### config.mk
export PLATFORM = sky130hd
export DESIGN_NAME = circular_queue_with_dump
export DESIGN_NICKNAME = d
export VERILOG_FILES = /design/src/rtl/core/cqd_pkg.sv /design/src/rtl/core/cqd_ctrl.sv /design/src/rtl/core/cqd_dp.sv /design/src/rtl/core/circular_queue_with_dump.sv
export SDC_FILE = /design/constraint.sdc
export NUM_CORES = 1
export LEC_CHECK = 0
export ABC_AREA = 1
export BUFFER_PORTS_ARGS = -buffer_cell sky130_fd_sc_hd__clkbuf_2
export CAP_MARGIN = 20
export CORE_MARGIN = 2
export CORE_UTILIZATION = 50
export CTS_BUF_LIST = sky130_fd_sc_hd__clkbuf_4 sky130_fd_sc_hd__clkbuf_8 sky130_fd_sc_hd__clkbuf_16
export CTS_CLUSTER_DIAMETER = 150
export DETAILED_ROUTE_END_ITERATION = 8
export PLACE_DENSITY_LB_ADDON = 0.08
export SYNTH_ARGS = -nofsm -noshare
export SYNTH_HDL_FRONTEND = slang
export SYNTH_SLANG_ARGS = --single-unit
### constraint.sdc
create_clock -name clk -period 5.7 [get_ports clk]
set_input_delay 0.855 -clock clk [delete_from_list [all_inputs] [get_ports clk]]
set_output_delay 0.855 -clock clk [all_outputs]
set_load 0.02 [all_outputs]
### src/rtl/core/cqd_pkg.sv
// Shared types, codes and sizes for the circular queue with dump.
// No dependencies; used by every module of the block.
`timescale 1ns / 1ps

package cqd_pkg;

    localparam int DEPTH  = 16;
    localparam int IDX_W  = $clog2(DEPTH);
    localparam int CAP_W  = $clog2(DEPTH + 1);
    localparam int ADDR_W = 3;
    localparam int DATA_W = 32;

    localparam logic [CAP_W-1:0] CAP_RESET = CAP_W'(DEPTH);

    // Action codes
    localparam logic [1:0] ACT_ENQ  = 2'd0;
    localparam logic [1:0] ACT_DEQ  = 2'd1;
    localparam logic [1:0] ACT_DISP = 2'd2;

    // Status codes
    localparam logic [1:0] ST_OK    = 2'd0;
    localparam logic [1:0] ST_FULL  = 2'd1;
    localparam logic [1:0] ST_EMPTY = 2'd2;

    // Register index (word address bit of paddr)
    localparam logic REG_CAPACITY = 1'b0;

    typedef struct packed {
        logic [1:0]         action;
        logic signed [31:0] item;
    } req_t;

    typedef struct packed {
        logic [1:0]         status;
        logic signed [31:0] value;
        logic               last;
    } res_t;

    // Controller to datapath
    typedef struct packed {
        logic       enq;
        logic       deq;
        logic       walk_start;
        logic       walk_step;
        logic       emit;
        logic [1:0] emit_status;
        logic       emit_last;
        logic       emit_mem;
        logic       emit_echo;
    } cmd_t;

    // Datapath to controller
    typedef struct packed {
        logic empty;
        logic full;
        logic head_is_tail;
        logic walk_fin;
    } stat_t;

endpackage

### src/rtl/core/cqd_ctrl.sv
// Controller for the circular queue: decodes the action and sequences the display walk.
// Depends on cqd_pkg.
`timescale 1ns / 1ps

module cqd_ctrl
(
    input  logic          clk,
    input  logic          rst_n,
    input  logic          start,
    input  logic [1:0]    action,
    input  cqd_pkg::stat_t stat,
    output cqd_pkg::cmd_t  cmd,
    output logic          busy
);
    import cqd_pkg::*;

    localparam logic S_IDLE = 1'b0;
    localparam logic S_WALK = 1'b1;

    logic state_reg;
    logic state_next;

    always_ff @(posedge clk or negedge rst_n)
    begin
        if (!rst_n)
        begin
            state_reg <= S_IDLE;
        end
        else
        begin
            state_reg <= state_next;
        end
    end

    always_comb
    begin
        cmd        = '0;
        state_next = state_reg;
        case (state_reg)
            S_IDLE:
            begin
                if (start)
                begin
                    case (action)
                        ACT_ENQ:
                        begin
                            cmd.emit      = 1'b1;
                            cmd.emit_last = 1'b1;
                            if (stat.full)
                            begin
                                cmd.emit_status = ST_FULL;
                            end
                            else
                            begin
                                cmd.enq         = 1'b1;
                                cmd.emit_status = ST_OK;
                                cmd.emit_echo   = 1'b1;
                            end
                        end
                        ACT_DEQ:
                        begin
                            cmd.emit      = 1'b1;
                            cmd.emit_last = 1'b1;
                            if (stat.empty)
                            begin
                                cmd.emit_status = ST_EMPTY;
                            end
                            else
                            begin
                                cmd.deq         = 1'b1;
                                cmd.emit_status = ST_OK;
                                cmd.emit_mem    = 1'b1;
                            end
                        end
                        ACT_DISP:
                        begin
                            cmd.emit = 1'b1;
                            if (stat.empty)
                            begin
                                cmd.emit_status = ST_EMPTY;
                                cmd.emit_last   = 1'b1;
                            end
                            else
                            begin
                                cmd.walk_start  = 1'b1;
                                cmd.emit_status = ST_OK;
                                cmd.emit_mem    = 1'b1;
                                cmd.emit_last   = stat.head_is_tail;
                                if (!stat.head_is_tail)
                                begin
                                    state_next = S_WALK;
                                end
                            end
                        end
                        default:
                        begin
                            // unused code: drop the beat
                            state_next = S_IDLE;
                        end
                    endcase
                end
            end
            S_WALK:
            begin
                cmd.walk_step   = 1'b1;
                cmd.emit        = 1'b1;
                cmd.emit_status = ST_OK;
                cmd.emit_mem    = 1'b1;
                cmd.emit_last   = stat.walk_fin;
                if (stat.walk_fin)
                begin
                    state_next = S_IDLE;
                end
            end
            default:
            begin
                state_next = S_IDLE;
            end
        endcase
    end

    assign busy = (state_reg == S_WALK);

endmodule

### src/rtl/core/cqd_dp.sv
// Datapath for the circular queue: entry store, indices, capacity register, result registers.
// Depends on cqd_pkg.
`timescale 1ns / 1ps

module cqd_dp
(
    input  logic                      clk,
    input  logic                      rst_n,
    input  cqd_pkg::cmd_t             cmd,
    input  logic signed [31:0]        item,
    input  logic                      cfg_wr,
    input  logic [cqd_pkg::CAP_W-1:0] cfg_data,
    output cqd_pkg::stat_t            stat,
    output logic [cqd_pkg::CAP_W-1:0] capacity,
    output logic                      done,
    output cqd_pkg::res_t             res
);
    import cqd_pkg::*;

    logic [31:0]      mem [DEPTH];
    logic [31:0]      rd_data_reg;

    logic [CAP_W-1:0] cap_reg;
    logic [IDX_W-1:0] head_reg;
    logic [IDX_W-1:0] head_next;
    logic [IDX_W-1:0] tail_reg;
    logic [IDX_W-1:0] tail_next;
    logic             empty_reg;
    logic             empty_next;
    logic [IDX_W-1:0] walk_idx_reg;
    logic [IDX_W-1:0] walk_idx_next;
    logic [IDX_W-1:0] walk_cnt_reg;
    logic [IDX_W-1:0] walk_cnt_next;

    logic             done_reg;
    logic [1:0]       status_reg;
    logic             last_reg;
    logic             mem_sel_reg;
    logic [31:0]      echo_reg;

    logic [IDX_W-1:0] cap_m1;
    logic [IDX_W-1:0] head_adv;
    logic [IDX_W-1:0] tail_adv;
    logic [IDX_W-1:0] walk_adv;
    logic [IDX_W-1:0] wr_addr;
    logic [IDX_W-1:0] rd_addr;
    logic             rd_en;

    function automatic logic [IDX_W-1:0] adv(input logic [IDX_W-1:0] i,
                                             input logic [IDX_W-1:0] lim);
        logic [IDX_W-1:0] r;
        if (i >= lim)
        begin
            r = '0;
        end
        else
        begin
            r = i + 1'b1;
        end
        return r;
    endfunction

    // Clamp capacity to 1..DEPTH and take the wrap point
    always_comb
    begin
        if (cap_reg == '0)
        begin
            cap_m1 = '0;
        end
        else if (cap_reg > CAP_W'(DEPTH))
        begin
            cap_m1 = IDX_W'(DEPTH - 1);
        end
        else
        begin
            cap_m1 = IDX_W'(cap_reg - 1'b1);
        end
    end

    assign head_adv = adv(head_reg, cap_m1);
    assign tail_adv = adv(tail_reg, cap_m1);
    assign walk_adv = adv(walk_idx_reg, cap_m1);

    assign stat.empty        = empty_reg;
    assign stat.full         = !empty_reg && (tail_adv == head_reg);
    assign stat.head_is_tail = (head_reg == tail_reg);
    assign stat.walk_fin     = (walk_idx_reg == tail_reg) ||
                               (walk_cnt_reg == IDX_W'(DEPTH - 1));

    assign wr_addr = empty_reg ? '0 : tail_adv;
    assign rd_addr = cmd.walk_step ? walk_idx_reg : head_reg;
    assign rd_en   = cmd.deq || cmd.walk_start || cmd.walk_step;

    always_comb
    begin
        head_next     = head_reg;
        tail_next     = tail_reg;
        empty_next    = empty_reg;
        walk_idx_next = walk_idx_reg;
        walk_cnt_next = walk_cnt_reg;
        if (cfg_wr)
        begin
            head_next  = '0;
            tail_next  = '0;
            empty_next = 1'b1;
        end
        else if (cmd.enq)
        begin
            if (empty_reg)
            begin
                head_next  = '0;
                tail_next  = '0;
                empty_next = 1'b0;
            end
            else
            begin
                tail_next = tail_adv;
            end
        end
        else if (cmd.deq)
        begin
            if (head_reg == tail_reg)
            begin
                head_next  = '0;
                tail_next  = '0;
                empty_next = 1'b1;
            end
            else
            begin
                head_next = head_adv;
            end
        end
        if (cmd.walk_start)
        begin
            walk_idx_next = head_adv;
            walk_cnt_next = IDX_W'(1);
        end
        else if (cmd.walk_step)
        begin
            walk_idx_next = walk_adv;
            walk_cnt_next = walk_cnt_reg + 1'b1;
        end
    end

    always_ff @(posedge clk or negedge rst_n)
    begin
        if (!rst_n)
        begin
            cap_reg      <= CAP_RESET;
            head_reg     <= '0;
            tail_reg     <= '0;
            empty_reg    <= 1'b1;
            walk_idx_reg <= '0;
            walk_cnt_reg <= '0;
            done_reg     <= 1'b0;
        end
        else
        begin
            if (cfg_wr)
            begin
                cap_reg <= cfg_data;
            end
            head_reg     <= head_next;
            tail_reg     <= tail_next;
            empty_reg    <= empty_next;
            walk_idx_reg <= walk_idx_next;
            walk_cnt_reg <= walk_cnt_next;
            done_reg     <= cmd.emit;
        end
    end

    // Entry store: one write and one registered read per cycle
    always_ff @(posedge clk)
    begin
        if (cmd.enq)
        begin
            mem[wr_addr] <= item;
        end
        if (rd_en)
        begin
            rd_data_reg <= mem[rd_addr];
        end
    end

    always_ff @(posedge clk)
    begin
        if (cmd.emit)
        begin
            status_reg  <= cmd.emit_status;
            last_reg    <= cmd.emit_last;
            mem_sel_reg <= cmd.emit_mem;
            echo_reg    <= cmd.emit_echo ? item : '0;
        end
    end

    assign capacity   = cap_reg;
    assign done       = done_reg;
    assign res.status = status_reg;
    assign res.value  = mem_sel_reg ? rd_data_reg : echo_reg;
    assign res.last   = last_reg;

endmodule

### src/rtl/core/circular_queue_with_dump.sv
// Top level of the circular queue with dump: APB register decode, controller and datapath.
// Depends on cqd_pkg, cqd_ctrl and cqd_dp.
//
//  channel   direction  handshake                     payload
//  request   in         start & !busy                 req   (action, item)
//  result    out        done, one cycle, no stall     res   (status, value, last)
//  config    in         psel & penable & pwrite       pwdata[4:0] -> capacity (paddr 0)
//
// Enqueue and dequeue take one cycle: the result strobes in the cycle after the beat and
// the next request may be taken in that same cycle.
// Display of n entries gives n results on consecutive cycles, one read of the entry
// store each; for n above one, busy is high from the cycle after the beat until the last read is issued.
// Reset leaves the queue empty with capacity 16; a capacity write empties the queue.
// The receiver cannot stall: each result is valid for its single done cycle.
`timescale 1ns / 1ps

module circular_queue_with_dump
(
    input  logic                        clk,
    input  logic                        rst_n,
    input  logic                        start,
    output logic                        busy,
    input  cqd_pkg::req_t               req,
    output logic                        done,
    output cqd_pkg::res_t               res,
    input  logic                        psel,
    input  logic                        penable,
    input  logic                        pwrite,
    input  logic [cqd_pkg::ADDR_W-1:0]  paddr,
    input  logic [cqd_pkg::DATA_W-1:0]  pwdata,
    output logic [cqd_pkg::DATA_W-1:0]  prdata,
    output logic                        pready
);
    import cqd_pkg::*;

    cmd_t             cmd;
    stat_t            stat;
    logic             cfg_wr;
    logic [CAP_W-1:0] capacity;

    assign pready = 1'b1;
    assign cfg_wr = psel && penable && pwrite && (paddr[2] == REG_CAPACITY);
    assign prdata = (paddr[2] == REG_CAPACITY) ? DATA_W'(capacity) : '0;

    cqd_ctrl u_ctrl
    (
        .clk    (clk),
        .rst_n  (rst_n),
        .start  (start),
        .action (req.action),
        .stat   (stat),
        .cmd    (cmd),
        .busy   (busy)
    );

    cqd_dp u_dp
    (
        .clk      (clk),
        .rst_n    (rst_n),
        .cmd      (cmd),
        .item     (req.item),
        .cfg_wr   (cfg_wr),
        .cfg_data (pwdata[CAP_W-1:0]),
        .stat     (stat),
        .capacity (capacity),
        .done     (done),
        .res      (res)
    );

endmodule

==> run metrics, run 1 <==
io pins=~150; GRT Residual Overflow=0; fin crit share=75.4%; cts bufs inserted=66; remaining antenna violation count=0; Die Y=230 µm; Static Leakage=11.1 nW; Total GRT Usage=21.6%; Port-buffer cells=87; initial antenna violation count=3; layout net count=2294; Slew Limit Fails=0; Mapped Area=25600 µm²; CP Max Fanout=22; Main synth FF type=edfxtp_1; setup TNS=0 ns; Cell Chain, Critical Path=inv_1, ha_1, a31oi_1, o21ai_0, ha_1, a21oi_4, nand3_1, nand2_1, nand2_1, nand2_1, nor2_2, nand2_4, nand4_1, nor2_4, buf_4; CTS tree=done; Max Cap Violations=0; hold crit path type=in -> async; global-route wire length before repair=87.7 mm; Die ar.=53100 µm²; final core utilization=about 57%; synth-to-layout area growth=12.5%; Max VDD drop=between 0.0003 and 0.0004 V; pin count of the biggest net entering global routing=195; ys async rst share=3.97%; clk root buf=clkbuf_16; drt first pass iters=5; commonest non-fill, non-tap cells in the layout=edfxtp_1 (580), inv_1 (333), nand2_1 (237); post-synthesis sequential area ratio=70.3%; Post-Synth Simple-Gate Area=8.92%; commonest non-fill, non-tap cell in the layout=edfxtp_1; Critical Path Max Stage Delay=0.83 ns; CP Data Required Time=about 6 ns; fin crit period=about 4.3 ns; worst hold slack=0.276 ns; fraction of layout cells with a size suffix above 1=12.9%; Worst-Skew Late Latency=0.59 ns; Yosys cell types=40; Detailed Place HPWL=31.7 mm; share of power burned in registers=39.2%; Final Hold Fails=0; clock buffer depth=3; Initial Util=50.9%; post-synthesis mux area share=1.41%; clock share of power=between 20 and 30%; pwr dens=488 nW/µm²; switching fraction of total power=34.8%; Sink Count=604; wire length per cell=19.5 µm; DRC Markers=0; Post-CTS Setup Repair Bufs=0; die width=about 230 µm; Diodes inserted=0; Routed WL=approximately 57 mm; relative slew slack=32.0%; status=finished clean; Synth Area in Compound Gates=10.2%; Std-Cell Rows=82; crit path kind=reg -> reg; first-iteration detailed-routing DRC count=1416; largest family of logic cells by synthesized area=compound AO/OA/AOI/OAI gates; CP most frequent cell=nand2_1; Clock Pin Slew Worst Setup and Hold Paths=0.06 ns; Startpoint Class=flip-flop; YS warnings=0; Post-Synth XOR/XNOR Area=less than 1%; Gate power share=31.6%; routed vias=roughly 16000; max reg flops=512; number of global-route vias before repair=15043; fmax=233 MHz; Net Sw Power=4.89 mW; Synth Area in Adders=between 1 and 1.5%; EDFF count, synth=slightly below 600; clk_skew=between 0.01 and 0.015 ns; crit path DAT=4.57 ns; Avg Cell Area, Syn=12.1 µm²; Worst path slowest cell=nor2_4; Core Area=50400 µm²; H-tree Lvls=3; final setup vio count=0; hold buffer count at CTS=0; RSZ-0062 raised after global routing=false; Worst-Margin Slew=~1.0 ns; Vias/cell=about 5.4; Setup crit end kind=flip-flop; GP Congestion=0.804; Internal=9.18 mW; # resized after CTS=0; Cells after Synth=between 2000 and 2500; Seq cells post-synth=604
==> cell type report <==
type / count / area (µm²)
multi-input combinational: 1067 / 5880
tap: 672 / 841
fill: 4140 / 21500
clock buffer: 87 / 1900
sequential: 604 / 18000
timing repair buffer: 122 / 746
inverter: 337 / 1270
clock inverter: 24 / 188
==> per-stage QoR <==
step | cells | total power [mW] | instance area (µm²) | setup slack [ns]
final | 2913 | 14.1 | 28800 | 1.40
after floorplan | 2151 | 8.86 | 25700 | 1.48
after global routing | 2913 | 14.9 | 28800 | 1.07
after global placement | 2801 | 10.0 | 26700 | 1.46
after CTS | 2912 | 14.2 | 28800 | 1.38
after detailed placement | 2801 | 10.1 | 26700 | 1.41
==> layer usage <==
| layer | vias to the layer above | part of all wire, % | GRT usage, % |
|---|---|---|---|
| li1 | 7569 | - | - |
| met1 | 7612 | 45 | 30.1 |
| met2 | 350 | 48 | 35.4 |
| met3 | 76 | 5.2 | 3.58 |
| met4 | 4 | 1.6 | 5.73 |
| met5 | - | 0.035 | 0 |
==> cells by family (layout without fill, tap and decap cells) <==
kind of cell               count (synthesis)  count (layout)
buffers and inverters                    480             570
AOI/OAI and AO/OA                        452             452
xor gates and xnor gates                  10              10
and+or+nand+nor                          524             524
DFF                                      604             604
muxes                                     32              32
other                                      2              28
adders and majority gates                 21              21
==> path summary, 6_finish.rpt <==
path,startpoint,cells after the start,to,slack (ns)
worst max-delay path,u_dp.capacity[0],15,u_dp.mem[10][3],1.40
worst min-delay path,rst_n,1,u_dp.head_reg[3],0.28
worst max register to register,u_dp.capacity[0],15,u_dp.mem[10][3],1.40
worst min register to register,u_dp.walk_cnt_reg[3],1,u_dp.walk_cnt_reg[3],0.51
max in group asynchronous,rst_n,1,u_dp.walk_cnt_reg[0],5.02
min in group clk,pwdata[4],3,u_dp.capacity[4],0.48
==> power by group through the flow <==
stage | Sequential (mW) | Combinational (mW) | Clock (mW)
CTS | 5.52 | 4.49 | 4.19
floorplan | 5.55 | 3.31 | 0
finish | 5.52 | 4.44 | 4.11
global placement | 5.60 | 4.42 | 0
detailed placement | 5.61 | 4.48 | 0
global route | 5.55 | 5.01 | 4.37
==> worst max-delay path, delay by kind of cell, from the launching register on <==
family | cells | cell delay (ns)
AO/OA/AOI/OAI | 3 | 0.79
adder cells (fa/ha/maj) | 2 | 0.61
buffers and inverters | 2 | 0.50
flip-flops | 1 | 0.36
AND/OR/NAND/NOR | 8 | 1.69
==> cell usage after synthesis, types with 2 or more instances <==
library cell | instances | area share, %
dfstp_2 | 2 | 0.20
inv_2 | 2 | 0.029
dfrtp_1 | 22 | 2.1
o221ai_1 | 9 | 0.31
buf_4 | 34 | 1.0
a31oi_1 | 2 | 0.049
mux2_2 | 32 | 1.4
a22oi_1 | 2 | 0.059
nand4_1 | 14 | 0.34
buf_2 | 50 | 0.98
conb_1 | 2 | 0.029
nand2_4 | 2 | 0.088
nor2_1 | 72 | 1.1
o31ai_1 | 2 | 0.059
o21ai_1 | 10 | 0.20
o21ai_0 | 160 | 3.1
nor4_1 | 2 | 0.049
edfxtp_1 | 580 | 68
o211ai_1 | 112 | 3.3
nor3_1 | 3 | 0.059
ha_1 | 21 | 1.0
clkbuf_1 | 41 | 0.60
inv_1 | 335 | 4.9
nand2_1 | 238 | 3.5
nand3_1 | 185 | 3.6
a21oi_1 | 151 | 2.9
buf_1 | 17 | 0.25
nor2_2 | 3 | 0.073
xor2_1 | 9 | 0.31
Note: power is estimated with default switching activity, not from simulation.
==> inputs of run 2 (changes only) <==
--- a/config.mk
+++ b/config.mk
@@ -5,7 +5,7 @@
 export SDC_FILE = /design/constraint.sdc
 export NUM_CORES = 1
 export LEC_CHECK = 0
-export ABC_AREA = 1
+export ABC_AREA = 0
 export BUFFER_PORTS_ARGS = -buffer_cell sky130_fd_sc_hd__clkbuf_2
 export CAP_MARGIN = 20
 export CORE_MARGIN = 2
==> constraint.sdc (replaced) <==
create_clock -name clk -period 4.25 [get_ports clk]
set_input_delay 0.6375 -clock clk [delete_from_list [all_inputs] [get_ports clk]]
set_output_delay 0.6375 -clock clk [all_outputs]
set_load 0.02 [all_outputs]
==> run metrics, run 2 <==
M1 WL=roughly 24 mm; Final Hold Fails=0; Worst setup endpoint=u_dp.mem[4][18]; Cells after Synth=1270; YS warnings=0; final setup vio count=0; hold crit path type=in -> async; most frequent cell after synthesis=edfxtp_1; Worst-Margin Slew=~0.95 ns; CP most frequent cell=buf_4; remaining antenna violation count=0; fin crit share=92.8%; Post-CTS Setup Repair Bufs=0; Cell Chain, Critical Path=ha_1, xor2_1, nand2_1, o32a_1, a2bb2oi_2, o211ai_1, buf_4, nor3_4, buf_4; status=finished clean; number of global-route vias before repair=12247; CP Max Fanout=20; fin crit period=3.94 ns; post-place setup slack=0.214 ns; Static Leakage=between 9 and 10 nW; initial antenna violation count=1; Diodes inserted=0; setup TNS=0 ns; ys async rst share=3.97%; global-route wire length before repair=78.7 mm; drt first pass iters=5; WL met2=roughly 25 mm; final worst slack=0.305 ns; Setup crit end kind=flip-flop; flop-to-flop setup slack=0.31 ns; Clock Pin Slew Worst Setup and Hold Paths=approximately 0.060 ns; worst hold slack=~0.034 ns; GP Congestion=0.783; Core Area=48500 µm²; Detailed Place HPWL=30.1 mm; Max VDD drop=0.000392 V; Initial Util=50.3%; io pins=145; Startpoint Class=flip-flop; post-synthesis sequential area ratio=73.7%; cts bufs inserted=~60; max reg flops=~500; Avg Cell Area, Syn=19.2 µm²; clock buffer depth=3; clk_skew=0.0236 ns; commonest non-fill, non-tap cells in the layout=edfxtp_1 (580), mux4_2 (128), clkbuf_2 (87); GRT Residual Overflow=0; Mapped Area=24400 µm²; Die ar.=50700 µm²; met3 WL=2.31 mm; EDFF count, synth=580; routed vias=12049; CP Data Required Time=4.57 ns; DRC Markers=0; design area=28100 µm²; fmax=254 MHz; H-tree Lvls=2; Worst path slowest cell=xor2_1; Port-buffer cells=87; Std-Cell Rows=81; first-iteration detailed-routing DRC count=871; crit path DAT=4.27 ns; reg2reg end=u_dp.mem[4][18]; Yosys cell types=59; Worst-Skew Late Latency=0.63 ns; post-synth top area cell=edfxtp_1; RSZ-0062 raised after global routing=false; synth-to-layout area growth=14.8%; Vias/cell=5.79; Synth top cells by count=edfxtp_1 (580), mux4_2 (128), nand2_1 (83); Worst Reg-to-Reg Cells=9; Filler cells=3665; Seq cells post-synth=between 600 and 700; Critical Path Max Stage Delay=0.77 ns; CP startpoint=u_dp.tail_reg[1]; fraction of layout cells with a size suffix above 1=about a third; Max Cap Violations=0; Area after DPL=between 20000 and 30000 µm²; die width=225 µm; Slew Limit Fails=0; Total GRT Usage=21.2%; commonest non-fill, non-tap cell in the layout=edfxtp_1; top post-synthesis cells by area=edfxtp_1 (71%), mux4_2 (12%), dfrtp_1 (2.3%); DR top layer=met5; r2r startpoint=u_dp.tail_reg[1]; Main synth FF type=edfxtp_1; CTS tree=done; clk root buf=clkbuf_16; Die Y=225 µm; pin count of the biggest net entering global routing=40; wire length per cell=25.1 µm; area share of the largest cell type after synthesis=71.3%; relative slew slack=36.3%; pwr dens=576 nW/µm²; crit path kind=reg -> reg; layout net count=1507; Routed WL=52.3 mm; Sink Count=604
run 2: where the power goes:
group	leakage (nW)	switching, mW	internal [mW]
Clock	0.976	2.21	3.02
Sequential	5.57	0.167	6.99
Combinational	3.14	2.04	1.74
Total	9.69	4.42	11.7
run 2: routing by layer:
| metal | track usage, % | vias to the layer above |
|---|---|---|
| met1 | 30.4 | 6352 |
| li1 | - | 5338 |
| met2 | 34.5 | 295 |
| met5 | 0 | - |
| met4 | 5.47 | 2 |
| met3 | 3.13 | 62 |
run 2: cells by family (layout without fill, tap and decap cells):
family | after synthesis | after routing | synth area share [%]
DFF | 604 | 604 | 73.7
and+or+nand+nor | 231 | 231 | 5.03
muxes | 174 | 174 | 13.9
AOI/OAI and AO/OA | 114 | 114 | 3.31
buffers and inverters | 108 | 272 | 2.39
adders and majority gates | 21 | 21 | 1.08
xor gates and xnor gates | 16 | 16 | 0.573
other | 2 | 28 | 0.0307
run 2: what timing repair did:
action                                  in CTS  in global routing
endpoints found under the setup margin       0                 87
endpoints found under the hold margin        0                  0
resized for setup                            0                  5
hold buffers                                 0                  0
run 2: stage by stage:
step,instances,total power [mW],util [%]
2_1_floorplan,1296,9.99,-
3_3_place_gp,1970,11.1,53.7
3_5_place_dp,1970,11.1,53.7
4_1_cts,2082,16.3,57.7
5_1_grt,2082,16.9,57.8
6_report,2082,16.2,57.8
run 2: cell type report:
class                           count  area, µm²  area share [%]
Sequential cell                   604      18000            64.2
Multi-Input combinational cell    584       6220            22.2
Clock buffer                       78       1680            5.98
Timing Repair Buffer              148       1030            3.68
Tap cell                          622        778            2.77
Clock inverter                     34        280           0.999
Inverter                           12       45.0           0.161
run 2: critical path: cells and delay by family, from the launching register on:
kind / cells / cell delay, ns
AO/OA/AOI/OAI: 3 / 0.77
buffers and inverters: 2 / 0.70
AND/OR/NAND/NOR: 2 / 0.59
adder cells (fa/ha/maj): 1 / 0.29
flip-flops: 1 / 0.49
XOR/XNOR: 1 / 0.77
run 2: how the worst min path moves through the flow:
stage,startpoint,to,depth (start not counted)
after floorplan,rst_n,u_ctrl.busy,0
after global placement,u_dp.walk_cnt_reg[3],u_dp.walk_cnt_reg[3],1
after detailed placement,u_dp.walk_cnt_reg[3],u_dp.walk_cnt_reg[3],1
after CTS,rst_n,u_dp.capacity[3],1
after global routing,rst_n,u_dp.capacity[0],1
final,rst_n,u_dp.capacity[2],1
==> inputs of run 3 (changes only) <==
==> constraint.sdc (replaced) <==
create_clock -name clk -period 3.6 [get_ports clk]
set_input_delay 0.54 -clock clk [delete_from_list [all_inputs] [get_ports clk]]
set_output_delay 0.54 -clock clk [all_outputs]
set_load 0.02 [all_outputs]
==> run metrics, run 3 (synthesized netlist as in run 2, its figures left out) <==
first-iteration detailed-routing DRC count=about 1200; design area=about 29000 µm²; clk_skew=0.0178 ns; GP Congestion=0.772; Sink Count=604; pin count of the biggest net entering global routing=60; fin crit share=between 90% and 100%; final core utilization=between 50% and 60%; Detailed Place HPWL=slightly above 30 mm; setup TNS=0 ns; io pins=approximately 150; Diodes inserted=0; wire length per cell=about 26 µm; Die ar.=50700 µm²; Worst-Skew Late Latency=0.63 ns; fmax=293 MHz; GRT Residual Overflow=0; clock buffer depth=3; max reg flops=512; number of global-route vias before repair=12392; Setup crit end kind=flip-flop; Area after DPL=26400 µm²; Static Leakage=approximately 9.9 nW; Slew Limit Fails=0; Total GRT Usage=21.2%; multi-input logic area=6280 µm²; clk root buf=clkbuf_16; cts bufs inserted=60; remaining antenna violation count=0; Routed WL=53.7 mm; routed vias=12180; CP Max Fanout=15; Cell Chain, Critical Path=inv_2, ha_4, nand2b_4, o21ai_2, a21oi_2, ha_1, nand2b_4, a2111oi_4, o21ai_1, a2bb2oi_2, o211ai_1, buf_12, nor4_4, buf_4, buf_8; commonest non-fill, non-tap cells in the layout=edfxtp_1 (580), mux4_2 (128), clkbuf_2 (87); post-place setup slack=between 0.04 and 0.05 ns; Vias/cell=between 5 and 6; Std-Cell Rows=81; crit path DAT=3.73 ns; Register Area=between 15000 and 20000 µm²; Die Y=225 µm; Worst path slowest cell=dfrtp_1; crit path kind=reg -> reg; Pwr Total=roughly 19 mW; Initial Util=50.3%; Port-buffer cells=87; pwr dens=roughly 670 nW/µm²; status=finished clean; initial antenna violation count=0; Core Area=48500 µm²; final worst slack=roughly 0.18 ns; DRC Markers=0; fin crit period=3.42 ns; global-route wire length before repair=slightly below 80 mm; Final Hold Fails=0; CP Data Required Time=3.91 ns; Startpoint Class=flip-flop; H-tree Lvls=2; Max VDD drop=0.000480 V; Worst-Margin Slew=0.860 ns; die width=~230 µm; drt first pass iters=5; Critical Path Max Stage Delay=0.42 ns; synth-to-layout area growth=16.7%; fraction of layout cells with a size suffix above 1=~34%; hold crit path type=in -> reg; final setup vio count=0; commonest non-fill, non-tap cell in the layout=edfxtp_1; layout net count=between 1500 and 2000; Clock Pin Slew Worst Setup and Hold Paths=0.06 ns; relative slew slack=between 40% and 50%; Filler cells=3603; CP most frequent cell=nand2b_4; CTS tree=done; Max Cap Violations=0
## run 3: changes by cell type in the layout (fill, tap and decap cells not counted), moves of 3 or more
cell,previous run,this run
buf_12,10,25
buf_4,47,44
buf_6,4,0
buf_8,0,5
clkbuf_16,62,67
clkbuf_4,15,19
clkinv_1,17,12
clkinv_2,9,12
## run 3: worst paths after layout
path	from	end	slack, ns	depth (start not counted)
setup / recovery	u_dp.capacity[0]	u_dp.mem[15][2]	0.18	15
hold / removal	pwdata[2]	u_dp.capacity[2]	0.16	2
setup reg to reg	u_dp.capacity[0]	u_dp.mem[15][2]	0.18	15
hold reg to reg	u_dp.walk_cnt_reg[3]	u_dp.walk_cnt_reg[3]	0.50	1
max in group asynchronous	rst_n	u_dp.head_reg[2]	2.67	2
min in group asynchronous	rst_n	u_dp.capacity[2]	0.49	2
## run 3: cell type report
class	count	share of cell area, %
flip-flops and latches	604	63.2
multi-input cells	584	22.0
clock buffers	82	5.95
repair buffers	168	5.26
well taps	622	2.73
clock inverters	29	0.702
inverters	12	0.158
## run 3: metal layers
layer / global-route usage (%) / vias to the layer above / wire length (µm)
met4: 4.81 / 0 / 948
met1: 31.1 / 6424 / 24200
met2: 33.5 / 312 / 25500
li1: - / 5374 / -
met5: 0 / - / 0
met3: 3.79 / 70 / 2970
## run 3: report_power, final
group          leakage [nW]  switching [mW]  total [mW]  internal [mW]
Clock                 0.958            2.56        6.00           3.43
Sequential             5.57           0.202        8.45           8.25
Combinational          3.35            2.43        4.54           2.11
## run 3: worst max-delay path, delay by kind of cell, from the launching register on
kind,cells,cell delay (ns)
buf+inv,4,0.75
fa+ha+maj,2,0.43
simple gates,3,0.36
flops,1,0.42
compound gates,6,1.15
## run 3: metrics by stage
stage | hold WS (ns) | cells
floorplan | 0.244 | 1296
global placement | 0.475 | 1974
detailed placement | 0.500 | 1974
CTS | 0.123 | 2086
global route | 0.126 | 2101
finish | 0.155 | 2101
## run 3: what timing repair did
action,4_1_cts,5_1_grt
hold endpoints to repair,22,0
hold buffers,1,0
setup buffers,0,9
endpoints found under the setup margin,0,459
resized for setup,0,11
